## config.mk

```make
export PLATFORM = sky130hd
export DESIGN_NAME = mlfq_scheduler
export DESIGN_NICKNAME = d
export VERILOG_FILES = /design/src/hdl/mlfq_pkg.sv /design/src/hdl/mlfq_ram.sv /design/src/hdl/mlfq_ctrl.sv /design/src/hdl/mlfq_scheduler.sv
export SDC_FILE = /design/constraint.sdc
export NUM_CORES = 1
export LEC_CHECK = 0
export BUFFER_PORTS_ARGS = -buffer_cell sky130_fd_sc_hd__buf_2
export CAP_MARGIN = 25
export CELL_PAD_IN_SITES_DETAIL_PLACEMENT = 2
export CELL_PAD_IN_SITES_GLOBAL_PLACEMENT = 2
export CORE_MARGIN = 8
export CORE_UTILIZATION = 35
export DETAILED_ROUTE_END_ITERATION = 8
export PLACE_DENSITY_LB_ADDON = 0.1
export SETUP_SLACK_MARGIN = 0.05
export SLEW_MARGIN = 20
export SYNTH_ARGS = -nofsm -noshare
export SYNTH_HDL_FRONTEND = slang
export SYNTH_SLANG_ARGS = --single-unit
```

## constraint.sdc

```tcl
create_clock -name clock -period 4.72 [get_ports clock]
set_input_delay 0.708 -clock clock [delete_from_list [all_inputs] [get_ports clock]]
set_output_delay 0.708 -clock clock [all_outputs]
set_load 0.01 [all_outputs]
```

## src/hdl/mlfq_pkg.sv

```systemverilog
`default_nettype none
// ----------------------------------------------------------------------------
// mlfq_pkg
// Shared types, codes and reset values of the feedback-queue scheduler.
// ----------------------------------------------------------------------------
package mlfq_pkg;

   localparam int DEF_NUM_SLOTS  = 64;
   localparam int DEF_NUM_LEVELS = 4;

   localparam int MODE_W     = 3;
   localparam int PSLOT_W    = 6;
   localparam int TICKS_W    = 8;
   localparam int LEVEL_W    = 2;
   localparam int QUANTUM_W  = 8;
   localparam int INTERVAL_W = 16;
   localparam int CSR_IDX_W  = 3;
   localparam int CSR_DATA_W = 16;
   localparam int MAX_LEVELS = 4;
   localparam int ATTR_W     = 4;

   localparam logic [MODE_W-1:0] MODE_MAKE_RUNNABLE = 3'd0;
   localparam logic [MODE_W-1:0] MODE_LEAVE         = 3'd1;
   localparam logic [MODE_W-1:0] MODE_PICK          = 3'd2;
   localparam logic [MODE_W-1:0] MODE_RUN_DONE      = 3'd3;
   localparam logic [MODE_W-1:0] MODE_TICK          = 3'd4;

   localparam logic [CSR_IDX_W-1:0] CSR_QUANTUM0       = 3'd0;
   localparam logic [CSR_IDX_W-1:0] CSR_QUANTUM1       = 3'd1;
   localparam logic [CSR_IDX_W-1:0] CSR_QUANTUM2       = 3'd2;
   localparam logic [CSR_IDX_W-1:0] CSR_QUANTUM3       = 3'd3;
   localparam logic [CSR_IDX_W-1:0] CSR_BOOST_INTERVAL = 3'd4;

   localparam logic [QUANTUM_W-1:0]  RST_QUANTUM0 = 8'd1;
   localparam logic [QUANTUM_W-1:0]  RST_QUANTUM1 = 8'd2;
   localparam logic [QUANTUM_W-1:0]  RST_QUANTUM2 = 8'd4;
   localparam logic [QUANTUM_W-1:0]  RST_QUANTUM3 = 8'd8;
   localparam logic [INTERVAL_W-1:0] RST_INTERVAL = 16'd100;

   typedef enum logic [1:0] {
      STAT_IDLE     = 2'd0,
      STAT_RUNNABLE = 2'd1,
      STAT_RUNNING  = 2'd2
   } status_type;

   typedef enum logic [3:0] {
      S_IDLE,
      S_ATTR,
      S_RULE,
      S_WALK,
      S_UPDATE,
      S_APP,
      S_PICK,
      S_PICK2,
      S_BOOST_INIT,
      S_BOOST,
      S_BOOST_END,
      S_DONE
   } state_type;

   typedef struct packed {
      logic [MAX_LEVELS-1:0][QUANTUM_W-1:0] quantum;
      logic [INTERVAL_W-1:0]                interval;
   } cfg_type;

   typedef struct packed {
      logic               out_valid;
      logic [PSLOT_W-1:0] out_slot;
      logic [LEVEL_W-1:0] out_level;
      logic               boosted;
   } result_type;

endpackage
`default_nettype wire

```

## src/hdl/mlfq_ram.sv

```systemverilog
`default_nettype none
// ----------------------------------------------------------------------------
// mlfq_ram
// One write port, one read port, registered read data.
// ----------------------------------------------------------------------------
module mlfq_ram #(
   parameter int DEPTH = mlfq_pkg::DEF_NUM_SLOTS,
   parameter int WIDTH = mlfq_pkg::ATTR_W
) (
   input  wire logic                     clock,
   input  wire logic                     wr_en,
   input  wire logic [$clog2(DEPTH)-1:0] wr_addr,
   input  wire logic [WIDTH-1:0]         wr_data,
   input  wire logic [$clog2(DEPTH)-1:0] rd_addr,
   output logic      [WIDTH-1:0]         rd_data
);

   logic [WIDTH-1:0] mem [DEPTH];

   always_ff @(posedge clock) begin
      if (wr_en) begin
         mem[wr_addr] <= wr_data;
      end
   end

   always_ff @(posedge clock) begin
      rd_data <= mem[rd_addr];
   end

endmodule
`default_nettype wire

```

## src/hdl/mlfq_ctrl.sv

```systemverilog
`default_nettype none
// ----------------------------------------------------------------------------
// mlfq_ctrl
// Sequencer: slot attribute and link memories, queue heads and tails, list
// walk, boost sweep and the level rule.
// ----------------------------------------------------------------------------
module mlfq_ctrl #(
   parameter int NUM_SLOTS  = mlfq_pkg::DEF_NUM_SLOTS,
   parameter int NUM_LEVELS = mlfq_pkg::DEF_NUM_LEVELS
) (
   input  wire logic                           clock,
   input  wire logic                           reset,
   input  wire logic                           req_valid,
   output logic                                req_ready,
   input  wire logic [mlfq_pkg::MODE_W-1:0]    req_mode,
   input  wire logic [mlfq_pkg::PSLOT_W-1:0]   req_proc_slot,
   input  wire logic                           req_new_task,
   input  wire logic [mlfq_pkg::TICKS_W-1:0]   req_ticks_used,
   input  wire logic                           req_still_runnable,
   input  wire mlfq_pkg::cfg_type              cfg,
   output logic                                res_valid,
   input  wire logic                           res_take,
   output mlfq_pkg::result_type                res
);

   localparam int SW = $clog2(NUM_SLOTS);
   localparam int LW = $clog2(NUM_SLOTS + 1);
   localparam int QW = $clog2(NUM_LEVELS);
   localparam logic [LW-1:0] LINK_NONE = LW'(NUM_SLOTS);
   localparam logic [SW-1:0] LAST_SLOT = SW'(NUM_SLOTS - 1);

   mlfq_pkg::state_type state_ff, state_in;

   logic [mlfq_pkg::MODE_W-1:0]    mode_ff, mode_in;
   logic [SW-1:0]                  slot_ff, slot_in;
   logic                           fresh_ff, fresh_in;
   logic [mlfq_pkg::TICKS_W-1:0]   used_ff, used_in;
   logic                           keep_ff, keep_in;
   logic [mlfq_pkg::LEVEL_W-1:0]   lvl_ff, lvl_in;
   logic [mlfq_pkg::LEVEL_W-1:0]   nlvl_ff, nlvl_in;
   logic [mlfq_pkg::LEVEL_W-1:0]   app_lvl_ff, app_lvl_in;
   logic [LW-1:0]                  cur_ff, cur_in;
   logic [LW-1:0]                  prev_ff, prev_in;
   logic [SW-1:0]                  idx_ff, idx_in;
   logic [QW-1:0]                  pq_ff, pq_in;
   logic [LW-1:0]                  head_ff [NUM_LEVELS];
   logic [LW-1:0]                  head_in [NUM_LEVELS];
   logic [LW-1:0]                  tail_ff [NUM_LEVELS];
   logic [LW-1:0]                  tail_in [NUM_LEVELS];
   logic [mlfq_pkg::INTERVAL_W-1:0] tsb_ff, tsb_in;
   logic [NUM_SLOTS-1:0]           attr_vld_ff, attr_vld_in;
   logic                           rd_vld_ff;
   mlfq_pkg::result_type           res_ff, res_in;

   logic                           a_we;
   logic [SW-1:0]                  a_waddr, a_raddr;
   logic [mlfq_pkg::ATTR_W-1:0]    a_wdata, a_rdata;
   logic                           l_we;
   logic [SW-1:0]                  l_waddr, l_raddr;
   logic [LW-1:0]                  l_wdata, l_rdata;

   mlfq_ram #(.DEPTH(NUM_SLOTS), .WIDTH(mlfq_pkg::ATTR_W)) u_attr (
      .clock   (clock),
      .wr_en   (a_we),
      .wr_addr (a_waddr),
      .wr_data (a_wdata),
      .rd_addr (a_raddr),
      .rd_data (a_rdata)
   );

   mlfq_ram #(.DEPTH(NUM_SLOTS), .WIDTH(LW)) u_link (
      .clock   (clock),
      .wr_en   (l_we),
      .wr_addr (l_waddr),
      .wr_data (l_wdata),
      .rd_addr (l_raddr),
      .rd_data (l_rdata)
   );

   // unwritten attribute entries read as idle, level 0
   mlfq_pkg::status_type           rd_status;
   logic [mlfq_pkg::LEVEL_W-1:0]   rd_level;
   assign rd_status = rd_vld_ff ? mlfq_pkg::status_type'(a_rdata[3:2]) : mlfq_pkg::STAT_IDLE;
   assign rd_level  = rd_vld_ff ? a_rdata[1:0] : '0;

   logic                           slot_ok, boost_due;
   logic [LW-1:0]                  slot_link;
   assign slot_ok   = (32'(req_proc_slot) < NUM_SLOTS);
   assign boost_due = (tsb_ff >= cfg.interval);
   assign slot_link = LW'(slot_ff);

   // level rule
   logic [mlfq_pkg::QUANTUM_W-1:0] q_sel;
   logic [mlfq_pkg::TICKS_W-1:0]   used1;
   logic [mlfq_pkg::QUANTUM_W:0]   half_q;
   logic                           demote, promote;
   logic [mlfq_pkg::LEVEL_W-1:0]   rule_lvl;
   always_comb begin
      q_sel   = cfg.quantum[rd_level];
      used1   = (used_ff == '0) ? mlfq_pkg::TICKS_W'(1) : used_ff;
      half_q  = (9'(q_sel) + 9'd1) >> 1;
      demote  = (used1 >= q_sel);
      promote = (9'(used1) < half_q) && (rd_level != '0);
      rule_lvl = rd_level;
      if (demote) begin
         if ((3'(rd_level) + 3'd1) < 3'(NUM_LEVELS)) begin
            rule_lvl = rd_level + 2'd1;
         end
      end else if (promote) begin
         rule_lvl = rd_level - 2'd1;
      end
   end

   // highest-priority (lowest-numbered) nonempty queue
   logic          pick_found;
   logic [QW-1:0] pick_q;
   always_comb begin
      pick_found = 1'b0;
      pick_q     = '0;
      for (int i = NUM_LEVELS - 1; i >= 0; i--) begin
         if (head_ff[i] != LINK_NONE) begin
            pick_found = 1'b1;
            pick_q     = QW'(i);
         end
      end
   end

   // final update values of a slot request
   logic [mlfq_pkg::LEVEL_W-1:0] upd_lvl;
   mlfq_pkg::status_type         upd_status;
   always_comb begin
      case (mode_ff)
         mlfq_pkg::MODE_MAKE_RUNNABLE: begin
            upd_lvl    = fresh_ff ? '0 : lvl_ff;
            upd_status = mlfq_pkg::STAT_RUNNABLE;
         end
         mlfq_pkg::MODE_RUN_DONE: begin
            upd_lvl    = nlvl_ff;
            upd_status = keep_ff ? mlfq_pkg::STAT_RUNNABLE : mlfq_pkg::STAT_IDLE;
         end
         default: begin
            upd_lvl    = lvl_ff;
            upd_status = mlfq_pkg::STAT_IDLE;
         end
      endcase
   end

   assign req_ready = (state_ff == mlfq_pkg::S_IDLE);
   assign res_valid = (state_ff == mlfq_pkg::S_DONE);
   assign res       = res_ff;

   // next state
   always_comb begin
      state_in = state_ff;
      case (state_ff)
         mlfq_pkg::S_IDLE: begin
            if (req_valid) begin
               case (req_mode)
                  mlfq_pkg::MODE_MAKE_RUNNABLE,
                  mlfq_pkg::MODE_LEAVE,
                  mlfq_pkg::MODE_RUN_DONE:
                     state_in = slot_ok ? mlfq_pkg::S_ATTR : mlfq_pkg::S_DONE;
                  mlfq_pkg::MODE_PICK:
                     state_in = boost_due ? mlfq_pkg::S_BOOST_INIT : mlfq_pkg::S_PICK;
                  default:
                     state_in = mlfq_pkg::S_DONE;
               endcase
            end
         end
         mlfq_pkg::S_ATTR: state_in = mlfq_pkg::S_RULE;
         mlfq_pkg::S_RULE: begin
            if (mode_ff == mlfq_pkg::MODE_RUN_DONE && rd_status == mlfq_pkg::STAT_IDLE) begin
               state_in = mlfq_pkg::S_DONE;
            end else if (rd_status == mlfq_pkg::STAT_RUNNABLE) begin
               state_in = mlfq_pkg::S_WALK;
            end else begin
               state_in = mlfq_pkg::S_UPDATE;
            end
         end
         mlfq_pkg::S_WALK: begin
            if (cur_ff == LINK_NONE || cur_ff == slot_link) begin
               state_in = mlfq_pkg::S_UPDATE;
            end
         end
         mlfq_pkg::S_UPDATE: begin
            state_in = (upd_status == mlfq_pkg::STAT_RUNNABLE) ? mlfq_pkg::S_APP
                                                                : mlfq_pkg::S_DONE;
         end
         mlfq_pkg::S_APP:        state_in = mlfq_pkg::S_DONE;
         mlfq_pkg::S_PICK:       state_in = pick_found ? mlfq_pkg::S_PICK2 : mlfq_pkg::S_DONE;
         mlfq_pkg::S_PICK2:      state_in = mlfq_pkg::S_DONE;
         mlfq_pkg::S_BOOST_INIT: state_in = mlfq_pkg::S_BOOST;
         mlfq_pkg::S_BOOST: begin
            if (idx_ff == LAST_SLOT) begin
               state_in = mlfq_pkg::S_BOOST_END;
            end
         end
         mlfq_pkg::S_BOOST_END:  state_in = mlfq_pkg::S_PICK;
         mlfq_pkg::S_DONE: begin
            if (res_take) begin
               state_in = mlfq_pkg::S_IDLE;
            end
         end
         default: state_in = mlfq_pkg::S_IDLE;
      endcase
   end

   // datapath and memory controls
   always_comb begin
      mode_in    = mode_ff;
      slot_in    = slot_ff;
      fresh_in   = fresh_ff;
      used_in    = used_ff;
      keep_in    = keep_ff;
      lvl_in     = lvl_ff;
      nlvl_in    = nlvl_ff;
      app_lvl_in = app_lvl_ff;
      cur_in     = cur_ff;
      prev_in    = prev_ff;
      idx_in     = idx_ff;
      pq_in      = pq_ff;
      head_in    = head_ff;
      tail_in    = tail_ff;
      tsb_in     = tsb_ff;
      res_in     = res_ff;
      a_we       = 1'b0;
      a_waddr    = slot_ff;
      a_wdata    = '0;
      a_raddr    = slot_ff;
      l_we       = 1'b0;
      l_waddr    = slot_ff;
      l_wdata    = LINK_NONE;
      l_raddr    = SW'(cur_ff);

      case (state_ff)
         mlfq_pkg::S_IDLE: begin
            if (req_valid) begin
               mode_in  = req_mode;
               slot_in  = SW'(req_proc_slot);
               fresh_in = req_new_task;
               used_in  = req_ticks_used;
               keep_in  = req_still_runnable;
               res_in   = '0;
               if (req_mode == mlfq_pkg::MODE_TICK && tsb_ff != '1) begin
                  tsb_in = tsb_ff + 16'd1;
               end
            end
         end
         mlfq_pkg::S_RULE: begin
            lvl_in  = rd_level;
            nlvl_in = rule_lvl;
            res_in.out_level = rd_level;
            // a runnable slot sits in the queue of its level
            cur_in  = head_ff[QW'(rd_level)];
            prev_in = LINK_NONE;
            l_raddr = SW'(head_ff[QW'(rd_level)]);
         end
         mlfq_pkg::S_WALK: begin
            if (cur_ff != LINK_NONE) begin
               if (cur_ff == slot_link) begin
                  if (prev_ff == LINK_NONE) begin
                     head_in[QW'(lvl_ff)] = l_rdata;
                  end else begin
                     l_we    = 1'b1;
                     l_waddr = SW'(prev_ff);
                     l_wdata = l_rdata;
                  end
                  if (tail_ff[QW'(lvl_ff)] == slot_link) begin
                     tail_in[QW'(lvl_ff)] = prev_ff;
                  end
               end else begin
                  prev_in = cur_ff;
                  cur_in  = l_rdata;
                  l_raddr = SW'(l_rdata);
               end
            end
         end
         mlfq_pkg::S_UPDATE: begin
            a_we       = 1'b1;
            a_wdata    = {upd_status, upd_lvl};
            res_in.out_level = upd_lvl;
            app_lvl_in = upd_lvl;
            if (upd_status == mlfq_pkg::STAT_RUNNABLE) begin
               l_we = 1'b1;
            end
         end
         mlfq_pkg::S_APP: begin
            if (tail_ff[QW'(app_lvl_ff)] != LINK_NONE) begin
               l_we    = 1'b1;
               l_waddr = SW'(tail_ff[QW'(app_lvl_ff)]);
               l_wdata = slot_link;
            end else begin
               head_in[QW'(app_lvl_ff)] = slot_link;
            end
            tail_in[QW'(app_lvl_ff)] = slot_link;
         end
         mlfq_pkg::S_PICK: begin
            pq_in   = pick_q;
            cur_in  = head_ff[pick_q];
            l_raddr = SW'(head_ff[pick_q]);
         end
         mlfq_pkg::S_PICK2: begin
            head_in[pq_ff] = l_rdata;
            if (l_rdata == LINK_NONE) begin
               tail_in[pq_ff] = LINK_NONE;
            end
            a_we    = 1'b1;
            a_waddr = SW'(cur_ff);
            a_wdata = {mlfq_pkg::STAT_RUNNING, 2'(pq_ff)};
            res_in.out_valid = 1'b1;
            res_in.out_slot  = mlfq_pkg::PSLOT_W'(cur_ff);
            res_in.out_level = 2'(pq_ff);
         end
         mlfq_pkg::S_BOOST_INIT: begin
            for (int i = 0; i < NUM_LEVELS; i++) begin
               head_in[i] = LINK_NONE;
               tail_in[i] = LINK_NONE;
            end
            idx_in  = '0;
            prev_in = LINK_NONE;
            a_raddr = '0;
            res_in.boosted = 1'b1;
         end
         mlfq_pkg::S_BOOST: begin
            // read of the next slot overlaps the update of this one
            a_raddr = idx_ff + SW'(1);
            idx_in  = idx_ff + SW'(1);
            a_waddr = idx_ff;
            a_wdata = {rd_status, 2'b00};
            a_we    = (rd_status != mlfq_pkg::STAT_IDLE);
            if (rd_status == mlfq_pkg::STAT_RUNNABLE) begin
               if (prev_ff == LINK_NONE) begin
                  head_in[0] = LW'(idx_ff);
               end else begin
                  l_we    = 1'b1;
                  l_waddr = SW'(prev_ff);
                  l_wdata = LW'(idx_ff);
               end
               prev_in = LW'(idx_ff);
            end
         end
         mlfq_pkg::S_BOOST_END: begin
            if (prev_ff != LINK_NONE) begin
               l_we    = 1'b1;
               l_waddr = SW'(prev_ff);
               l_wdata = LINK_NONE;
               tail_in[0] = prev_ff;
            end
            tsb_in = '0;
         end
         default: begin
         end
      endcase
   end

   always_comb begin
      attr_vld_in = attr_vld_ff;
      if (a_we) begin
         attr_vld_in[a_waddr] = 1'b1;
      end
   end

   always_ff @(posedge clock) begin
      if (reset) begin
         state_ff    <= mlfq_pkg::S_IDLE;
         attr_vld_ff <= '0;
         tsb_ff      <= '0;
         for (int i = 0; i < NUM_LEVELS; i++) begin
            head_ff[i] <= LINK_NONE;
            tail_ff[i] <= LINK_NONE;
         end
      end else begin
         state_ff    <= state_in;
         attr_vld_ff <= attr_vld_in;
         tsb_ff      <= tsb_in;
         head_ff     <= head_in;
         tail_ff     <= tail_in;
      end
   end

   always_ff @(posedge clock) begin
      mode_ff    <= mode_in;
      slot_ff    <= slot_in;
      fresh_ff   <= fresh_in;
      used_ff    <= used_in;
      keep_ff    <= keep_in;
      lvl_ff     <= lvl_in;
      nlvl_ff    <= nlvl_in;
      app_lvl_ff <= app_lvl_in;
      cur_ff     <= cur_in;
      prev_ff    <= prev_in;
      idx_ff     <= idx_in;
      pq_ff      <= pq_in;
      res_ff     <= res_in;
      rd_vld_ff  <= attr_vld_ff[a_raddr];
   end

endmodule
`default_nettype wire

```

## src/hdl/mlfq_scheduler.sv

```systemverilog
`default_nettype none
// ----------------------------------------------------------------------------
// mlfq_scheduler
// Multilevel feedback-queue scheduler: control registers, sequencer and
// result buffer.
// ----------------------------------------------------------------------------
// One request at a time; the request port is not ready while one is in
// progress. Tick, unused-mode and out-of-range requests go straight to the
// result; leave, make runnable and run done unlink the slot when it sits in
// its level queue, walking the link memory one entry a cycle. A pick that
// boosts first sweeps over all slots. A finished result moves to an output
// register, so the next request is taken while it waits.
module mlfq_scheduler #(
   parameter int NUM_SLOTS  = mlfq_pkg::DEF_NUM_SLOTS,
   parameter int NUM_LEVELS = mlfq_pkg::DEF_NUM_LEVELS
) (
   input  wire logic                             clock,
   input  wire logic                             reset,
   input  wire logic                             req_valid,
   output logic                                  req_ready,
   input  wire logic [mlfq_pkg::MODE_W-1:0]      req_mode,
   input  wire logic [mlfq_pkg::PSLOT_W-1:0]     req_proc_slot,
   input  wire logic                             req_new_task,
   input  wire logic [mlfq_pkg::TICKS_W-1:0]     req_ticks_used,
   input  wire logic                             req_still_runnable,
   output logic                                  rsp_valid,
   input  wire logic                             rsp_ready,
   output logic                                  rsp_out_valid,
   output logic      [mlfq_pkg::PSLOT_W-1:0]     rsp_out_slot,
   output logic      [mlfq_pkg::LEVEL_W-1:0]     rsp_out_level,
   output logic                                  rsp_boosted,
   input  wire logic                             csr_valid,
   output logic                                  csr_ready,
   input  wire logic [mlfq_pkg::CSR_IDX_W-1:0]   csr_index,
   input  wire logic [mlfq_pkg::CSR_DATA_W-1:0]  csr_data
);

   mlfq_pkg::cfg_type    cfg_ff, cfg_in;
   mlfq_pkg::result_type res, buf_ff, buf_in;
   logic                 res_valid, res_take;
   logic                 buf_vld_ff, buf_vld_in;

   assign csr_ready = 1'b1;

   always_comb begin
      cfg_in = cfg_ff;
      if (csr_valid) begin
         case (csr_index)
            mlfq_pkg::CSR_QUANTUM0:       cfg_in.quantum[0] = csr_data[7:0];
            mlfq_pkg::CSR_QUANTUM1:       cfg_in.quantum[1] = csr_data[7:0];
            mlfq_pkg::CSR_QUANTUM2:       cfg_in.quantum[2] = csr_data[7:0];
            mlfq_pkg::CSR_QUANTUM3:       cfg_in.quantum[3] = csr_data[7:0];
            mlfq_pkg::CSR_BOOST_INTERVAL: cfg_in.interval   = csr_data;
            default: begin
            end
         endcase
      end
   end

   mlfq_ctrl #(.NUM_SLOTS(NUM_SLOTS), .NUM_LEVELS(NUM_LEVELS)) u_ctrl (
      .clock              (clock),
      .reset              (reset),
      .req_valid          (req_valid),
      .req_ready          (req_ready),
      .req_mode           (req_mode),
      .req_proc_slot      (req_proc_slot),
      .req_new_task       (req_new_task),
      .req_ticks_used     (req_ticks_used),
      .req_still_runnable (req_still_runnable),
      .cfg                (cfg_ff),
      .res_valid          (res_valid),
      .res_take           (res_take),
      .res                (res)
   );

   // result is moved when the buffer is empty or drains this cycle
   assign res_take = res_valid && (!buf_vld_ff || rsp_ready);

   always_comb begin
      buf_in     = buf_ff;
      buf_vld_in = buf_vld_ff;
      if (rsp_ready) begin
         buf_vld_in = 1'b0;
      end
      if (res_take) begin
         buf_in     = res;
         buf_vld_in = 1'b1;
      end
   end

   assign rsp_valid     = buf_vld_ff;
   assign rsp_out_valid = buf_ff.out_valid;
   assign rsp_out_slot  = buf_ff.out_slot;
   assign rsp_out_level = buf_ff.out_level;
   assign rsp_boosted   = buf_ff.boosted;

   always_ff @(posedge clock) begin
      if (reset) begin
         cfg_ff.quantum[0] <= mlfq_pkg::RST_QUANTUM0;
         cfg_ff.quantum[1] <= mlfq_pkg::RST_QUANTUM1;
         cfg_ff.quantum[2] <= mlfq_pkg::RST_QUANTUM2;
         cfg_ff.quantum[3] <= mlfq_pkg::RST_QUANTUM3;
         cfg_ff.interval   <= mlfq_pkg::RST_INTERVAL;
         buf_vld_ff        <= 1'b0;
      end else begin
         cfg_ff     <= cfg_in;
         buf_vld_ff <= buf_vld_in;
      end
   end

   always_ff @(posedge clock) begin
      buf_ff <= buf_in;
   end

endmodule
`default_nettype wire

```

* Yosys cells after proc, flatten, opt, wreduce, memory -nomap -nowiden *
Memories as Yosys holds them, arrays and structs flattened. A register that Yosys moved wholly into a read port is not among the register bits.
Index checks and enable logic that the tools add are counted.

word-level totals
  register bits = 257
  bits in writable memories = 704
  output and inout port bits = 13
  word-level logic and storage cells = 296
  memories = 2

operators by class
  $add $sub $neg = 6
  magnitude comparators = 16
  eq/ne operators = 51
  muxes and demuxes = 123
  bitwise operators = 9
  reductions and logical operators = 51

memories
  memory             words  width  read ports  clocked after Yosys merged registers in  wr ports  RTL line        RTL
  u_ctrl.u_link.mem  64     7      1           1                                        1         mlfq_ram.sv:18  logic [WIDTH-1:0] mem [DEPTH];
  u_ctrl.u_attr.mem  64     4      1           1                                        1         mlfq_ram.sv:18

operators with widths
  operator            count
  $mux 28             8
  $mux 7              25
  $pmux 21 s4         2
  $bwmux 28           5
  $pmux 7 s5          2
  $or 64x64->64       1
  $pmux 7 s3          3
  $bmux 7 s2          4
  $ne 7x7->1 const B  7
  $mux 6              8
  $pmux 4 s11         1
  $demux 7 s2         3
  $pmux 6 s2          3
  $mux 16             2
  $mux 4              8
  $pmux 16 s2         1
  $and 24x24->24      1
  $ne 2x1->1 const B  12
  $not 24->24         1
  $pmux 6 s4          1
  $eq 7x7->1 const B  3
  $mux 1              20
  $mux 2              10
  $pmux 6 s3          1
  61 further kinds    124

* Depth between registers and ports, before layout *
Gate-level depths: netlist (run 1).

  depth in word-level cells = 10
  depth in mapped cells = 18

* Modules after synthesis *
From an unflattened synthesis (run 1), not the netlist that was laid out.

second synthesis, totals
  cells, all modules = 2,928
  area total of the unflattened synthesis = 42,238.0 µm²

modules (own cells, without submodules)
  module                    instances  cells each  area an instance (µm²)  sequential area each (µm²)
  mlfq_ram (u_ctrl.u_link)  1          827         17,635.7                13,593.0
  mlfq_ctrl                 1          1,370       11,915.2                4,534.3
  mlfq_ram (u_ctrl.u_attr)  1          529         10,356.2                7,767.4
  mlfq_scheduler            1          202         2,331.0                 1,281.2

* Worst setup path before layout (run 1) *
OpenSTA, ideal clock, no wires.

  kind = reg2reg
  start = register u_ctrl.state_ff[1]
  end = memory u_ctrl.u_attr.mem[20][0] (netlist name), enable pin
  arrival = 4.843 ns
  required time = 4.383 ns
  slack = -0.461 ns
  cell stages (with the launch flop) = 13
  buffers on the path = 3
  cells stage by stage = dfxtp_1 -> clkbuf_1 -> nor2_1 -> nand2_1 -> inv_1 -> nand2_1 -> clkbuf_1 -> o21ai_0 -> nor3_1 -> nand2b_1 -> or3_1 -> clkbuf_1 -> nor2_1

between the ends
  longest elaborated chain between the ends = 5
  elaborated cells between the ends (all ways) = 8
  those cells by class = eq/ne: 3; mux: 4; reduce/logical: 1

RTL lines
  what                              RTL line          RTL
  from (decl)                       mlfq_ctrl.sv:32   mlfq_pkg::state_type state_ff, state_in;
  from (signal assigned)            mlfq_ctrl.sv:365  state_ff <= mlfq_pkg::S_IDLE;
  from (signal assigned)            mlfq_ctrl.sv:373  state_ff <= state_in;
  $eq 4x3->1                        mlfq_ctrl.sv:235  case (state_ff)
  $reduce_or 2->1 (no source line)  -
  $pmux 1 s2                        mlfq_ctrl.sv:235
  $mux 1                            mlfq_ram.sv:21    if (wr_en) begin
  $mux 1 (implied by the code)      mlfq_ram.sv:22    mem[wr_addr] <= wr_data;
  to (decl)                         mlfq_ram.sv:18

Several ways; a longest one is shown, not always the timed one.

* Worst setup path in the final report (run 1) *
  start = register u_ctrl.state_ff[1]
  end = register u_ctrl.u_link.rd_data[0] (read register of u_ctrl.u_link.mem)

between the ends
  longest elaborated chain between the ends = 2
  elaborated cells between the ends (all ways) = 4
  those cells by class = eq/ne: 3; mux: 1

RTL lines
  what                                      RTL line          RTL
  $eq 4x3->1 or $eq 4x2->1 (tied branches)  mlfq_ctrl.sv:235
  $pmux 6 s3 (*)                            mlfq_ctrl.sv:235
  to (decl)                                 mlfq_ram.sv:15    output logic [WIDTH-1:0] rd_data

Mark *: on every way between the ends. The rest lies on a longest branch, timed or not.
A chain may end at the register's enable or synchronous reset.

==> results.sh, run 1 <==
export IMPL_status="finished, final reports clean"
export IMPL_relSlewSlack_pct=33.49
export IMPL_final_area_sq_um=48920
export IMPL_p_leak_nw=16.45
export IMPL_path_buf_inv=4
export IMPL_required_ns=5.37
export IMPL_synth_top_family_by_area="simple AND/OR/NAND/NOR gates"
export IMPL_setup_violations_final=0
export IMPL_syn_num_nets=3711
export IMPL_grt_usage_pct=22.11
export IMPL_synth_xor_area_share_pct=0.6983
export IMPL_antenna_found_initial=3
export IMPL_holdWs_ns=0.1723
export IMPL_cts_hold_buffers=0
export IMPL_design_portCount=56
export IMPL_worst_pin_slew_ns=0.9954
export IMPL_wl_met2_mm=73.85
export IMPL_cts_sinks=972
export IMPL_synthAdderAreaFrac_pct=1.086
export IMPL_grt_pass1_vias=33320
export IMPL_synthMuxAreaShare_pct=4.985
export IMPL_synthCells=3631
export IMPL_fp_dieArea_sq_um=133300
export IMPL_num_rows=128
export IMPL_wirelength_mm=148.7
export IMPL_crit_fanout=42
export IMPL_cts_root_buffer="clkbuf_16"
export IMPL_path_clk_slew_ns=0.06
export IMPL_drt_iter0_drc=1921
export IMPL_hpwlAfterDp_mm=101.7
export IMPL_nFillCells=12490
export IMPL_drtAntennaViolNets=0
export IMPL_htreeDepth=3
export IMPL_synth_largest_area_cell="edfxtp_1"
export IMPL_crit_chain="or4b_1 > inv_2 > and3_1 > a2111oi_1 > buf_4 > o21ai_4 > buf_12 > buf_6 > nand2_1 > and3_1 > o21ai_0 > and4_1 > and4_1"
export IMPL_ys_types=86
export IMPL_slew_violations=0
export IMPL_ys_seq_area_share_pct=63.73
export IMPL_syn_area_sq_um=42640
export IMPL_placed_area_sq_um=45380
export IMPL_wl_met1_mm=65.53
export IMPL_yosysWarnings=0
export IMPL_critical_path_top_delay_family="simple AND/OR/NAND/NOR gates"
export IMPL_area_growth_pct=14.72
export IMPL_nets=3791
export IMPL_via_per_inst=5.576
export IMPL_max_freq_ghz=0.2232
export IMPL_async_reset_ff_share_pct=0
export IMPL_ys_flop_type="edfxtp_1"
export IMPL_ys_ff_latch=972
export IMPL_hold_viol_final=0
export IMPL_slowest_stage="or4b_1"
export IMPL_critical_path_max_stage_delay_ns=0.63
export IMPL_drtPass1Iterations=5
export IMPL_wl_met3_mm=5.148
export IMPL_drc_errors=0
export IMPL_io_buffer_count=54
export IMPL_top_layer_used="met4"
export IMPL_tritoncts="yes"
export IMPL_gp_congestion=0.8764
export IMPL_grt_pass1_wl_mm=223.0
export IMPL_cts_buffer_depth=3
export IMPL_overflow=0
export IMPL_ir_worst_vdd_mv=0.3787
export IMPL_initial_core_util_pct=35.13
export IMPL_tns_ns=0
export IMPL_grt_max_degree=87
export IMPL_worstHoldPathType="input port to register"
export IMPL_cts_made_buffers=110
export IMPL_wire_per_inst_um=27.39
export IMPL_grt_setup_unrepaired="no"
export IMPL_synth_area_leaders="edfxtp_1, dfxtp_1, nand2_1, mux2i_1, nor2_1"
export IMPL_cp_arrival_ns=5.13
export IMPL_drive_gt1_share_pct=11.93
export IMPL_start_kind="register"
export IMPL_worstSetupPathType="register to register"
export IMPL_pwr_density_cell_nw_per_um2=580.9
export IMPL_syn_avg_cell_area_sq_um=11.74
export IMPL_vias=30280
export IMPL_die_w_um=365.1
export IMPL_synth_edf_count=771
export IMPL_synthSimpleGateAreaFrac_pct=14.32
export IMPL_maxCapViolCount=0
export IMPL_fin_skew_ns=0.02376
export IMPL_end_kind="register"
export IMPL_core_sq_um=121400
export IMPL_fin_crit_ns=4.481
export IMPL_period_share_pct=94.94
export IMPL_fp_dieH_um=365.1
export IMPL_insertion_delay_ns=0.72
export IMPL_synth_compound_area_share_pct=12.55
export IMPL_yosysTopAreaCellShare_pct=54.29
[state kept, by name, summed over array words and instances, names as in the netlist, 6 cells and up, named ones only]
register,cells
u_ctrl.u_attr.mem,256
u_ctrl.used_ff,8
u_ctrl.idx_ff,6
u_ctrl.u_link.rd_data,7
u_ctrl.prev_ff,7
u_ctrl.res,10
u_ctrl.cur_ff,7
cfg_ff,48
u_ctrl.tsb_ff,16
u_ctrl.slot_ff,6
u_ctrl.u_link.mem,448
u_ctrl.attr_vld_ff,64
rsp_out_slot,6
[metrics by stage]
| step | total power [mW] | utilization (%) | std cells | setup slack, ns |
|---|---|---|---|---|
| final | 28.42 | 40.30 | 5430 | 0.2389 |
| after global placement | 19.86 | 37.38 | 5222 | 0.09946 |
| after CTS | 28.71 | 40.28 | 5427 | 0.1195 |
| after global routing | 29.71 | 40.30 | 5430 | 0.04411 |
| after detailed placement | 20.19 | 37.38 | 5222 | -0.05817 |
| after floorplan | 16.22 | - | 3631 | 0.3962 |
[cells by family after synthesis]
logic type | Yosys count
simple gates | 1343
mux | 171
xor+xnor | 34
compound gates | 803
buf+inv | 270
flops | 972
fa+ha+maj | 37
other cells | 1
[synth_stat cells (all sizes together) (63+ instances only)]
| cell type | count |
|---|---|
| a211oi | 151 |
| a21oi | 213 |
| dfxtp | 201 |
| o21ai | 103 |
| nor2 | 313 |
| clkbuf | 173 |
| edfxtp | 771 |
| mux2i | 128 |
| nand3 | 93 |
| and3 | 76 |
| a31oi | 63 |
| nand2 | 608 |
| and2 | 102 |
[worst paths after layout]
check	startpoint	to	slack (ns)	cells past startpoint
setup / recovery	u_ctrl.state_ff[1]$_SDFFE_PP0P_	u_ctrl.u_link.rd_data[0]$_DFF_P_	0.24	13
hold / removal	req_new_task	u_ctrl.fresh_ff$_DFFE_PP_	0.17	1
setup reg to reg	u_ctrl.state_ff[1]$_SDFFE_PP0P_	u_ctrl.u_link.rd_data[0]$_DFF_P_	0.24	13
hold reg to reg	u_ctrl.res[2]$_DFFE_PP_	rsp_out_level[1]$_DFFE_PP_	0.42	0
[power breakdown]
| group | internal (mW) | switching [mW] | leakage (nW) |
|---|---|---|---|
| Combinational | 3.18 | 6.33 | 6.70 |
| Clock | 4.85 | 3.55 | 1.73 |
| Sequential | 9.86 | 0.643 | 8.02 |
[layer usage]
metal / GRT usage (%) / vias to the layer above
met1: 28.97 / 15820
met2: 38.45 / 566
met3: 2.875 / 218
met4: 6.249 / 0
li1: - / 13680
met5: 0 / -
[final cells by class]
cell class,count,area (sq um),share of cell area [%]
Clock inverter,49,399.1,0.8159
Antenna cell,1,2.502,0.005115
Multi-Input combinational cell,2389,14540,29.72
Clock buffer,156,3117,6.371
Inverter,42,157.7,0.3223
Sequential cell,972,27180,55.56
Timing Repair Buffer,196,1493,3.051
Tap cell,1625,2033,4.156
[timing repair]
action | in CTS | in global routing
setup buffers | 0 | 2
resized for setup | 1 | 1
setup endpoints to repair | 7 | 56
pin swaps | 0 | 1
[cell usage in the layout, fill, tap and decap left out, drive strengths merged, types with 11 or more instances in the layout]
cell / instances
a211o: 16
a211oi: 151
a21o: 27
a21oi: 213
a221oi: 16
a22o: 15
a22oi: 13
a311oi: 47
a31oi: 63
and2: 102
and3: 76
and4: 13
buf: 196
clkbuf: 156
clkinv: 38
dfxtp: 201
edfxtp: 771
ha: 37
inv: 43
mux2: 11
mux2i: 128
mux4: 32
nand2: 608
nand2b: 17
nand3: 93
nand4: 11
nor2: 313
nor2b: 12
nor3: 37
nor4: 11
o21a: 57
o21ai: 103
o22ai: 15
or3: 17
xnor2: 15
xor2: 19
(Power assumes the default switching activity.)
==> run 2: changes to the inputs <==
Settings changed: CORE_ASPECT_RATIO from default to 0.75.
==> run 2 against run 1 <==
Maximum frequency decreased by 4.6%. Global-route usage increased by 0.96 points. Sequential share of layout area fell by 0.21 points. Register-to-register slack got worse by 0.21 ns. Largest cell class unchanged. Die area is essentially flat. Non-clock buffer count rose by 20. Clock power decreased by 1%. Cell count is 0.41% higher. Critical path depth is 4 lower. Hold slack worse by 0.0097 ns.
==> results.sh, run 2 (synthesis gave the netlist of run 1 again) <==
export IMPL_status="finished, final reports clean"
export IMPL_start_kind="register"
export IMPL_path_clk_slew_ns=0.06
export IMPL_gp_congestion=0.9203
export IMPL_use_met1_pct=33.91
export IMPL_max_freq_ghz=0.2130
export IMPL_relSlewSlack_pct=26.85
export IMPL_grt_usage_pct=23.07
export IMPL_cp_endpoint="u_ctrl.u_link.mem[33][5]$_DFFE_PP_"
export IMPL_num_rows=111
export IMPL_worstSetupPathType="register to register"
export IMPL_nets=3805
export IMPL_ir_worst_vdd_mv=0.3377
export IMPL_pwr_density_cell_nw_per_um2=588.8
export IMPL_p_leak_nw=16.49
export IMPL_grt_pass1_wl_mm=231.5
export IMPL_grt_max_degree=93
export IMPL_area_growth_pct=15.15
export IMPL_vias=31080
export IMPL_largest_reg_flops=448
export IMPL_fp_dieH_um=318.3
export IMPL_reg2reg_slack_ns=0.02
export IMPL_drtPass1Iterations=6
export IMPL_core_sq_um=121500
export IMPL_fin_util_pct=40.41
export IMPL_via_per_inst=5.701
export IMPL_drc_errors=0
export IMPL_tritoncts="yes"
export IMPL_grt_setup_unrepaired="yes"
export IMPL_setup_ws_ns=0.02463
export IMPL_cts_sinks=972
export IMPL_total_power_mw=28.91
export IMPL_dp_slack_ns=-0.1823
export IMPL_hpwlAfterDp_mm=108.9
export IMPL_largestRegisters="u_ctrl.u_link.mem x448, u_ctrl.u_attr.mem x256, u_ctrl.attr_vld_ff x64"
export IMPL_wire_per_inst_um=28.96
export IMPL_hold_viol_final=0
export IMPL_maxCapViolCount=0
export IMPL_startpoint="u_ctrl.app_lvl_ff[0]$_DFFE_PP_"
export IMPL_fin_skew_ns=0.05528
export IMPL_cts_made_buffers=104
export IMPL_crit_fanout=10
export IMPL_wirelength_mm=157.9
export IMPL_fp_dieArea_sq_um=133400
export IMPL_insertion_delay_ns=0.75
export IMPL_drt_iter0_drc=2647
export IMPL_setup_violations_final=0
export IMPL_final_cell_mix="edfxtp_1, nand2_1, nor2_1"
export IMPL_top_register="u_ctrl.u_link.mem"
export IMPL_die_w_um=419.0
export IMPL_end_kind="register"
export IMPL_slew_violations=0
export IMPL_cts_buffer_depth=3
export IMPL_fin_crit_ns=4.695
export IMPL_drtAntennaViolNets=0
export IMPL_grt_busiest_layer="met2"
export IMPL_htreeDepth=3
export IMPL_worst_pin_slew_ns=1.097
export IMPL_period_share_pct=99.48
export IMPL_worstHoldPathType="input port to register"
export IMPL_grt_pass1_vias=33110
export IMPL_globalRouteMet3Util_pct=3.644
export IMPL_antenna_found_initial=7
export IMPL_initial_core_util_pct=35.09
export IMPL_grt_use_met2_pct=35.75
export IMPL_r2r_end="u_ctrl.u_link.mem[33][5]$_DFFE_PP_"
export IMPL_design_portCount=56
export IMPL_holdWs_ns=0.1626
export IMPL_cts_root_buffer="clkbuf_16"
export IMPL_io_buffer_count=54
export IMPL_r2r_cells=9
export IMPL_drive_gt1_share_pct=13.35
export IMPL_mostFrequentLayoutCell="edfxtp_1"
export IMPL_overflow=0
export IMPL_cp_arrival_ns=5.08
export IMPL_required_ns=5.10
export IMPL_r2r_start="u_ctrl.app_lvl_ff[0]$_DFFE_PP_"
## run 2: cell count changes in the layout (fill, tap and decap cells not counted), moves of 3 or more
cell       change
clkinv_1       +4
nor2_2        +39
nor2_4         +4
buf_4         +20
clkbuf_8       -5
clkbuf_1      -11
bufinv_16      +3
nor2_1        -43
clkbuf_16      -7
## run 2: layer usage
metal  vias up  wire length [um]
li1      13690                 -
met1     16390             75390
met2       810             70510
met3       190              8413
met4         0              3554
met5         -                 0
## run 2: final cells by class
type,instances,area [sq um]
fill,12310,72420
inverter,42,157.7
clock buffer,133,2831
multi-input combinational,2389,14650
tap,1638,2049
timing repair buffer,216,1652
clock inverter,60,585.6
antenna,2,5.005
sequential,972,27180
## run 2: worst min-delay path by stage
stage                                  from                          end  depth (start not counted)
CTS                       req_ticks_used[7]  u_ctrl.used_ff[7]$_DFFE_PP_                          1
detailed placement  u_ctrl.res[2]$_DFFE_PP_   rsp_out_level[1]$_DFFE_PP_                          0
floorplan           u_ctrl.res[0]$_DFFE_PP_        rsp_boosted$_DFFE_PP_                          0
finish                    req_ticks_used[7]  u_ctrl.used_ff[7]$_DFFE_PP_                          1
global placement    u_ctrl.res[1]$_DFFE_PP_   rsp_out_level[0]$_DFFE_PP_                          0
global route              req_ticks_used[7]  u_ctrl.used_ff[7]$_DFFE_PP_                          1
## run 2: metrics by stage
stage	cells	cell area (sq um)	TNS, ns
floorplan	3631	42640	0
global placement	5252	45520	0
detailed placement	5252	45520	-19.44
CTS	5447	48960	0
global route	5450	49100	-22.99
finish	5452	49100	0
## run 2: where the power goes
group | internal (mW) | switching [mW]
Clock | 4.70 | 3.60
Sequential | 9.86 | 0.452
Combinational | 3.32 | 6.99
Total | 17.9 | 11.0
## run 2: critical path, cell delays in order, from the launching register on
cell	delay (ns)
edfxtp_1	0.60
buf_4	0.25
mux4_2	0.36
nor4_2	0.09
a221oi_1	0.34
nand2_1	0.33
a222oi_1	1.05
buf_4	0.25
nand3b_1	0.42
nor2_1	0.63
## run 2: timing repair
item,CTS,global route
pin swaps,3,4
gates resized for setup,5,42
setup buffers,2,3
hold buffers,0,0
setup endpoints to repair,235,427
